## config.mk

```make
export PLATFORM = sky130hd
export DESIGN_NAME = led_strip_color_animator
export DESIGN_NICKNAME = d
export VERILOG_FILES = /design/src/rtl/lsca_pkg.sv /design/src/rtl/led_strip_color_animator.sv
export SDC_FILE = /design/constraint.sdc
export NUM_CORES = 1
export LEC_CHECK = 0
export BUFFER_PORTS_ARGS = -buffer_cell sky130_fd_sc_hd__buf_2
export CAP_MARGIN = 10
export CELL_PAD_IN_SITES_DETAIL_PLACEMENT = 2
export CELL_PAD_IN_SITES_GLOBAL_PLACEMENT = 2
export CORE_ASPECT_RATIO = 1.2
export CORE_MARGIN = 3
export CORE_UTILIZATION = 43
export CTS_CLUSTER_SIZE = 25
export DETAILED_ROUTE_END_ITERATION = 8
export PLACE_DENSITY = 0.83
export SYNTH_ARGS = -nofsm -noshare
export SYNTH_HDL_FRONTEND = slang
export SYNTH_SLANG_ARGS = --single-unit
export TNS_END_PERCENT = 1
```

## constraint.sdc

```tcl
create_clock -name clock -period 13.4 [get_ports clock]
set_input_delay 2.68 -clock clock [delete_from_list [all_inputs] [get_ports clock]]
set_output_delay 2.68 -clock clock [all_outputs]
set_load 0.01 [all_outputs]
```

## src/rtl/lsca_pkg.sv

```systemverilog
// lsca_pkg: shared codes, field widths and channel layout for the led strip color animator
// no dependencies; imported by led_strip_color_animator, lsca_checker and testbench

package lsca_pkg;

   // payload widths fixed by the port list
   localparam int unsigned ChanW   = 8;
   localparam int unsigned IdxW    = 4;
   localparam int unsigned NumChan = 3;

   // channel slots in the per-channel arrays
   localparam int unsigned ChRed   = 0;
   localparam int unsigned ChGreen = 1;
   localparam int unsigned ChBlue  = 2;

   // operation codes
   localparam logic OpStart   = 1'b0;
   localparam logic OpAdvance = 1'b1;

   // animation kinds
   localparam logic ModeSlide = 1'b0;
   localparam logic ModeFade  = 1'b1;

   // slide order
   localparam logic DirDown = 1'b0;
   localparam logic DirUp   = 1'b1;

   typedef logic [ChanW-1:0] chan_type;

endpackage

```

## src/rtl/led_strip_color_animator.sv

```systemverilog
// led_strip_color_animator: linear color fade over an led strip, fade or slide mode
// depends on lsca_pkg for codes, widths and the channel type
//
//   channel | ports        | direction | beat
//   --------+--------------+-----------+------------------------------------------
//   request | req_*        | in        | start (target, mode, direction) or advance
//   response| rsp_*        | out       | one pixel write with frame_end / finished
//
// four-stage pipe: request register, j*|to-from|, reciprocal multiply, correction
// and output register. a frame's first write runs through every register of the pipe.
// a fade frame sends NUM_PIXELS writes on the single response port and holds the pipe
// until its last write is taken; starts and slide advances one per cycle when not held.
// reset is synchronous and leaves the strip color black and the block idle.
// rsp_ready low holds the output write and backs up the pipe stage by stage.

module led_strip_color_animator
   import lsca_pkg::*;
#(
   parameter int unsigned NUM_PIXELS = 13,
   parameter int unsigned RAMP_STEPS = 256
) (
   input  logic             clock,
   input  logic             reset,
   input  logic             req_valid,
   output logic             req_ready,
   input  logic             req_operation,
   input  logic             req_mode,
   input  logic             req_direction,
   input  logic [ChanW-1:0] req_to_red,
   input  logic [ChanW-1:0] req_to_green,
   input  logic [ChanW-1:0] req_to_blue,
   output logic             rsp_valid,
   input  logic             rsp_ready,
   output logic [IdxW-1:0]  rsp_pixel_index,
   output logic [ChanW-1:0] rsp_red,
   output logic [ChanW-1:0] rsp_green,
   output logic [ChanW-1:0] rsp_blue,
   output logic             rsp_frame_end,
   output logic             rsp_finished
);

   localparam int unsigned PixW    = (NUM_PIXELS > 1) ? $clog2(NUM_PIXELS) : 1;
   localparam int unsigned StepW   = $clog2(RAMP_STEPS);
   localparam int unsigned Divisor = RAMP_STEPS - 1;
   localparam int unsigned ProdW   = StepW + ChanW;
   localparam int unsigned RecipS  = ProdW;
   localparam int unsigned RecipM  = (2 ** RecipS) / Divisor;
   localparam int unsigned RecipW  = RecipS + 1;
   localparam int unsigned WideW   = ProdW + RecipW;

   localparam logic [PixW-1:0]  LastPix  = PixW'(NUM_PIXELS - 1);
   localparam logic [StepW-1:0] LastStep = StepW'(RAMP_STEPS - 1);

   typedef struct packed {
      logic            fade;
      logic            final_frame;
      logic [PixW-1:0] pix;
   } ctl_type;

   // animation state
   chan_type         cur_ff [NumChan];
   chan_type         cur_in [NumChan];
   chan_type         tgt_ff [NumChan];
   chan_type         tgt_in [NumChan];
   logic             mode_ff, mode_in;
   logic             dir_ff, dir_in;
   logic             busy_ff, busy_in;
   logic [StepW-1:0] step_ff, step_in;
   logic [PixW-1:0]  pix_ff, pix_in;

   // pipe stages
   logic             s1_v_ff, s2_v_ff, s3_v_ff;
   ctl_type          s1_ctl_ff, s2_ctl_ff, s3_ctl_ff;
   logic [StepW-1:0] s1_j_ff;
   chan_type         s1_from_ff [NumChan];
   chan_type         s1_to_ff [NumChan];
   chan_type         s2_from_ff [NumChan];
   logic             s2_neg_ff [NumChan];
   logic [ProdW-1:0] s2_p_ff [NumChan];
   chan_type         s3_from_ff [NumChan];
   logic             s3_neg_ff [NumChan];
   logic [ProdW-1:0] s3_p_ff [NumChan];
   chan_type         s3_q0_ff [NumChan];

   // output register
   logic             rsp_valid_ff;
   logic [PixW-1:0]  rsp_idx_ff;
   chan_type         rsp_color_ff [NumChan];
   logic             rsp_frame_end_ff;
   logic             rsp_finished_ff;
   logic             rsp_final_ff;

   // combinational
   logic             req_fire, is_adv, job_fire, last_step, slide_fin;
   logic             out_free, s3_free, s2_free, s1_free;
   logic             s1_move, s2_move, s3_move;
   logic             s1_neg [NumChan];
   logic [ProdW-1:0] s1_p [NumChan];
   chan_type         s2_q0 [NumChan];
   chan_type         s3_val [NumChan];
   ctl_type          job_ctl;
   logic [PixW-1:0]  slide_pix;
   logic [PixW-1:0]  idx_next;
   logic [PixW+IdxW-1:0] idx_wide;

   // handshake and flow through the pipe
   assign out_free  = !rsp_valid_ff || (rsp_ready && rsp_frame_end_ff);
   assign s3_free   = !s3_v_ff || out_free;
   assign s2_free   = !s2_v_ff || s3_free;
   assign s1_free   = !s1_v_ff || s2_free;
   assign s3_move   = s3_v_ff && out_free;
   assign s2_move   = s2_v_ff && s3_free;
   assign s1_move   = s1_v_ff && s2_free;
   assign req_ready = s1_free;

   assign req_fire  = req_valid && req_ready;
   assign is_adv    = (req_operation == OpAdvance);
   assign job_fire  = req_fire && is_adv && busy_ff;
   assign last_step = (step_ff == LastStep);
   assign slide_fin = last_step && (pix_ff == LastPix);
   assign slide_pix = (dir_ff == DirUp) ? pix_ff : LastPix - pix_ff;

   always_comb begin
      job_ctl.fade        = (mode_ff == ModeFade);
      job_ctl.final_frame = (mode_ff == ModeFade) ? last_step : slide_fin;
      job_ctl.pix         = slide_pix;
   end

   // animation state update
   always_comb begin
      cur_in  = cur_ff;
      tgt_in  = tgt_ff;
      mode_in = mode_ff;
      dir_in  = dir_ff;
      busy_in = busy_ff;
      step_in = step_ff;
      pix_in  = pix_ff;
      if (req_fire && !is_adv && !busy_ff) begin
         mode_in         = req_mode;
         dir_in          = req_direction;
         tgt_in[ChRed]   = req_to_red;
         tgt_in[ChGreen] = req_to_green;
         tgt_in[ChBlue]  = req_to_blue;
         step_in         = '0;
         pix_in          = '0;
         busy_in         = 1'b1;
      end else if (job_fire) begin
         if (!last_step) begin
            step_in = step_ff + StepW'(1);
         end else begin
            step_in = '0;
            if (mode_ff == ModeFade || slide_fin) begin
               cur_in  = tgt_ff;
               busy_in = 1'b0;
               pix_in  = '0;
            end else begin
               pix_in = pix_ff + PixW'(1);
            end
         end
      end
   end

   always_ff @(posedge clock) begin
      if (reset) begin
         for (int c = 0; c < NumChan; c++) begin
            cur_ff[c] <= '0;
            tgt_ff[c] <= '0;
         end
         mode_ff <= ModeSlide;
         dir_ff  <= DirDown;
         busy_ff <= 1'b0;
         step_ff <= '0;
         pix_ff  <= '0;
      end else begin
         cur_ff  <= cur_in;
         tgt_ff  <= tgt_in;
         mode_ff <= mode_in;
         dir_ff  <= dir_in;
         busy_ff <= busy_in;
         step_ff <= step_in;
         pix_ff  <= pix_in;
      end
   end

   // stage 1 math: sign and j * |to - from|
   always_comb begin
      for (int c = 0; c < NumChan; c++) begin
         s1_neg[c] = (s1_to_ff[c] < s1_from_ff[c]);
         s1_p[c]   = ProdW'(s1_j_ff) *
                     ProdW'(s1_neg[c] ? s1_from_ff[c] - s1_to_ff[c]
                                      : s1_to_ff[c] - s1_from_ff[c]);
      end
   end

   // stage 2 math: reciprocal estimate of p / (RAMP_STEPS-1), low by at most one
   always_comb begin
      logic [WideW-1:0] wide;
      for (int c = 0; c < NumChan; c++) begin
         wide     = WideW'(s2_p_ff[c]) * WideW'(RecipM);
         s2_q0[c] = wide[RecipS +: ChanW];
      end
   end

   // stage 3 math: remainder correction and apply the signed step
   always_comb begin
      logic [ProdW-1:0] rem;
      chan_type         q;
      for (int c = 0; c < NumChan; c++) begin
         rem       = s3_p_ff[c] - ProdW'(s3_q0_ff[c]) * ProdW'(Divisor);
         q         = s3_q0_ff[c] + ChanW'(rem >= ProdW'(Divisor));
         s3_val[c] = s3_neg_ff[c] ? s3_from_ff[c] - q : s3_from_ff[c] + q;
      end
   end

   // pipe valid bits
   always_ff @(posedge clock) begin
      if (reset) begin
         s1_v_ff <= 1'b0;
         s2_v_ff <= 1'b0;
         s3_v_ff <= 1'b0;
      end else begin
         if (s1_free) s1_v_ff <= job_fire;
         if (s2_free) s2_v_ff <= s1_v_ff;
         if (s3_free) s3_v_ff <= s2_v_ff;
      end
   end

   // pipe payload
   always_ff @(posedge clock) begin
      if (job_fire) begin
         s1_ctl_ff  <= job_ctl;
         s1_j_ff    <= step_ff;
         s1_from_ff <= cur_ff;
         s1_to_ff   <= tgt_ff;
      end
      if (s1_move) begin
         s2_ctl_ff  <= s1_ctl_ff;
         s2_from_ff <= s1_from_ff;
         s2_neg_ff  <= s1_neg;
         s2_p_ff    <= s1_p;
      end
      if (s2_move) begin
         s3_ctl_ff  <= s2_ctl_ff;
         s3_from_ff <= s2_from_ff;
         s3_neg_ff  <= s2_neg_ff;
         s3_p_ff    <= s2_p_ff;
         s3_q0_ff   <= s2_q0;
      end
   end

   // output register: one beat per slide frame, NUM_PIXELS beats per fade frame
   assign idx_next = rsp_idx_ff + PixW'(1);

   always_ff @(posedge clock) begin
      if (reset) begin
         rsp_valid_ff <= 1'b0;
      end else if (out_free) begin
         rsp_valid_ff <= s3_v_ff;
      end
   end

   always_ff @(posedge clock) begin
      if (s3_move) begin
         rsp_color_ff     <= s3_val;
         rsp_final_ff     <= s3_ctl_ff.final_frame;
         rsp_idx_ff       <= s3_ctl_ff.fade ? '0 : s3_ctl_ff.pix;
         rsp_frame_end_ff <= s3_ctl_ff.fade ? (LastPix == '0) : 1'b1;
         rsp_finished_ff  <= s3_ctl_ff.final_frame &&
                             (s3_ctl_ff.fade ? (LastPix == '0) : 1'b1);
      end else if (rsp_valid_ff && rsp_ready && !rsp_frame_end_ff) begin
         rsp_idx_ff       <= idx_next;
         rsp_frame_end_ff <= (idx_next == LastPix);
         rsp_finished_ff  <= rsp_final_ff && (idx_next == LastPix);
      end
   end

   assign idx_wide        = {{IdxW{1'b0}}, rsp_idx_ff};
   assign rsp_valid       = rsp_valid_ff;
   assign rsp_pixel_index = idx_wide[IdxW-1:0];
   assign rsp_red         = rsp_color_ff[ChRed];
   assign rsp_green       = rsp_color_ff[ChGreen];
   assign rsp_blue        = rsp_color_ff[ChBlue];
   assign rsp_frame_end   = rsp_frame_end_ff;
   assign rsp_finished    = rsp_finished_ff;

`ifndef SYNTH
   // a stalled request side always traces back to a held output write
   a_stall_has_cause: assert property (@(posedge clock) disable iff (reset)
      !req_ready |-> rsp_valid_ff)
      else $error("request stalled with empty output register");

   // finished only ever rides on the last write of a frame
   a_finished_on_frame_end: assert property (@(posedge clock) disable iff (reset)
      rsp_valid_ff && rsp_finished_ff |-> rsp_frame_end_ff)
      else $error("finished without frame_end");

   // written pixel stays on the strip
   a_idx_in_range: assert property (@(posedge clock) disable iff (reset)
      rsp_valid_ff |-> rsp_idx_ff <= LastPix)
      else $error("pixel index beyond strip");

   // within a fade frame the pixel index walks up by one per beat
   a_fade_walk: assert property (@(posedge clock) disable iff (reset)
      rsp_valid_ff && rsp_ready && !rsp_frame_end_ff
      |=> rsp_valid_ff && rsp_idx_ff == $past(rsp_idx_ff) + PixW'(1))
      else $error("fade frame index did not advance");

   // animation ends only on an accepted advance
   a_busy_falls_on_advance: assert property (@(posedge clock) disable iff (reset)
      $fell(busy_ff) |-> $past(req_valid && req_ready && req_operation == OpAdvance))
      else $error("busy cleared without an advance");
`endif

endmodule

```

==> impl_results.md <==
* Status: finished clean
* PD cells at between 70 and 80 nW/um2
* Mux cell area share after synthesis at 1.166%
* Hpwl dp at 74,630 um
* Final WL at 108,900 um
* RSZ-0062 raised after global routing: no
* Async set-reset flop share out of synthesis at 0%
* Critical Path Most Common Cell: inv_1
* FP Rows at 106
* Compound-Gate Fraction of Synth Area at 8.585%
* Post-CTS sizing at 0
* Synth Area in Adders at 34.60%
* Total clock sinks at around 350
* Cts-stage hold buffer count at 0
* Clock Latency Late Sink at 0.61 ns
* Vias in the first global route at 26,959
* Largest net degree at the start of global routing at 80
* Post-synth EDFFs at 279
* Max-slew violation count at 0
* DR DRC count at 0
* Critical Path Sink Type: register
* Synth Area in XOR/XNOR at 5.127%
* Slew margin rel. at 18.18%
* Gpl congestion at roughly 0.86
* Die area at between 70,000 and 80,000 um2
* Ant. Diodes at 0
* Simple-Gate Fraction of Synth Area at 10.64%
* CTS buffer count at 38
* CP Data Required Time at around 14 ns
* Synth Flop Type: edfxtp_1
* Syn nets at 3,667
* Overflow after GRT at 0
* I/O Buffers at 62
* CTS tree: yes
* Min-delay worst type: reg2reg
* Post-synthesis sequential area ratio at 31.79%
* Post-synth top area share at 27.40%
* Total core area at 70,030 um2
* Final #Nets at about 3,700
* Clk root buf: clkbuf_16
* DR iter-0 viols at 1,360
* H-tree levels at 2
* Largest family of logic cells by synthesized area: adder cells
* Die X at 249.4 um
* CP bufs+invs at 6
* CP Launch Type: register
* Minimum clock period at 9.112 ns
* Worst VDD drop at 0.0001116 V
* I/O pin count at 63
* DRT Pass-1 Iters at 5
* Most frequent cells in the layout: inv_1 (598), ha_1 (356), nand2_1 (311)
* Fmax at 109.8 MHz
* Die height at ~300 um
* Ranking of synthesized cells by area: edfxtp_1 (27%), fa_1 (20%), ha_1 (15%), inv_1 (7.3%), dfxtp_1 (4.4%)
* Layout fillers at around 7,200
* Syn avg cell area at 10.28 um2
* Static leakage power at 0.01479 uW
* Via count at 22,592
* Deepest clock path buffer count at 3
* Top Family by Delay on Critical Path: adder cells
* Overall routing resource usage at 28.44%
* Setup TNS at 0 ns
* Area growth syn-to-layout at 8.875%
* Synth Instances at around 3,000
* Initial antenna violation count at 4
* Final ANT Viol Nets at 0
* Kind of critical path: reg2reg
* Final setup viols at 0
* Max-cap violations at 0
* Share of cells above drive strength 1 at 5.258%
* Clk_skew at approximately 0.047 ns
* Max incr delay on CP at 0.61 ns
* Cell Area, Synth at 30,580 um2
* Final worst path period share at 68.00%
* Hold slack final at 0.4035 ns
* Arrival time at the worst endpoint at 9.43 ns
* Hold Violations, Final at 0
* Most common cell after layout, fill and taps aside: inv_1
* Worst Tran Pin Value at 1.218 ns
* First-pass GRT wire length at 163,700 um
* Synthesized flop and latch total at 346
* Vias per cell at 5.676
* Post-synthesis cell type count at just under 80
* Routed WL per cell at approximately 27 um
* Reg clk slew, reported paths at 0.07 ns
* Setup bufs post-CTS at 0
* Initial core utilization at 43.67%
* Dominant cell type by area after synthesis: edfxtp_1
* Worst-path maximum fanout at 7
* Critical-path top delay cell: or4_1
* Yosys warns at 0
## final timing paths
check                       endpoint  slack (ns)              startpoint  cells past startpoint
max             rsp_red[7]$_DFFE_PP_        4.29  s3_q0_ff[22]$_DFFE_PP_                     31
min          s1_from_ff[4]$_DFFE_PP_        0.40  cur_ff[4]$_SDFFE_PP0P_                      0
max reg2reg     rsp_red[7]$_DFFE_PP_        4.29  s3_q0_ff[22]$_DFFE_PP_                     31
min reg2reg  s1_from_ff[4]$_DFFE_PP_        0.40  cur_ff[4]$_SDFFE_PP0P_                      0
## worst register-to-register path: cells and delay by family (launching register included)
kind | cells | cell delay (ns)
xor gates and xnor gates | 2 | 0.34
buffers and inverters | 6 | 0.58
adders and majority gates | 9 | 3.79
DFF | 1 | 0.48
muxes | 1 | 0.26
and+or+nand+nor | 3 | 0.89
AOI/OAI and AO/OA | 10 | 2.53
## metal layers
| metal | global-route usage [%] | up-vias | wire [um] |
|---|---|---|---|
| li1 | - | 9798 | - |
| met1 | 30.86 | 11688 | 39910 |
| met2 | 54.11 | 746 | 58560 |
| met3 | 3.553 | 358 | 4344 |
| met4 | 14.05 | 2 | 6065 |
| met5 | 0 | - | 12 |
## final cells by class
type                    count  area (um2)  area share [%]
repair buffers             77       430.4           1.293
clock buffers              44       983.4           2.954
multi-input cells        1970       18410           55.30
well taps                 918        1149           3.450
clock inverters            26       351.6           1.056
flip-flops and latches    346        9719           29.19
inverters                 599        2248           6.754
## where the power goes
part	total (uW)	leakage [uW]	switching, uW	internal, uW
clock network	1180	0.000642	509	670
registers	1170	0.00311	10.9	1160
logic	308	0.0110	192	116
total	2660	0.0148	711	1950
## kinds of logic (layout without fill, tap and decap cells)
| family | after synthesis | after routing |
|---|---|---|
| simple gates | 684 | 684 |
| fa+ha+maj | 662 | 662 |
| buf+inv | 658 | 746 |
| compound gates | 411 | 411 |
| flops | 346 | 346 |
| xor+xnor | 179 | 179 |
| mux | 34 | 34 |
## through the flow
step | cells | area, um2 | worst slack (ns) | utilization (%) | power (uW)
2_1_floorplan | 2974 | 30580 | 2.289 | - | 1397
3_3_place_gp | 3909 | 31940 | 5.320 | 45.61 | 1456
3_5_place_dp | 3909 | 31940 | 4.457 | 45.61 | 1489
4_1_cts | 3979 | 33280 | 4.377 | 47.52 | 2660
5_1_grt | 3980 | 33290 | 3.776 | 47.54 | 2745
6_report | 3980 | 33290 | 4.288 | 47.54 | 2659
## synthesized netlist by cell type, types with 5 or more instances
library cell  instances
inv_1               598
ha_1                356
nand2_1             311
fa_1                306
edfxtp_1            279
a21oi_1             153
xnor2_1             125
nor2_1               83
o21ai_0              68
dfxtp_1              67
nor2b_1              61
clkbuf_1             55
and2_1               54
xor2_1               54
nand2b_1             39
nand3_1              36
nor3_1               28
a21o_1               27
a31oi_1              27
o21a_1               27
mux2i_1              21
nand4_1              17
and3_1               15
a2111oi_0            10
a211oi_1             10
a21boi_0              9
or2_2                 9
mux2_1                8
o21bai_1              7
o31ai_1               7
or3_1                 7
nor3b_1               6
o211ai_1              6
mux2_2                5
## registers in the layout, indices dropped and copies added (netlist names), 24 cells and up
register	count
s1_from_ff	24
tgt_ff	24
s3_q0_ff	24
s2_from_ff	24
s3_from_ff	24
cur_ff	24
s1_to_ff	24
s2_p_ff	48
s3_p_ff	48
No activity file was read; power rests on OpenSTA's default activity.
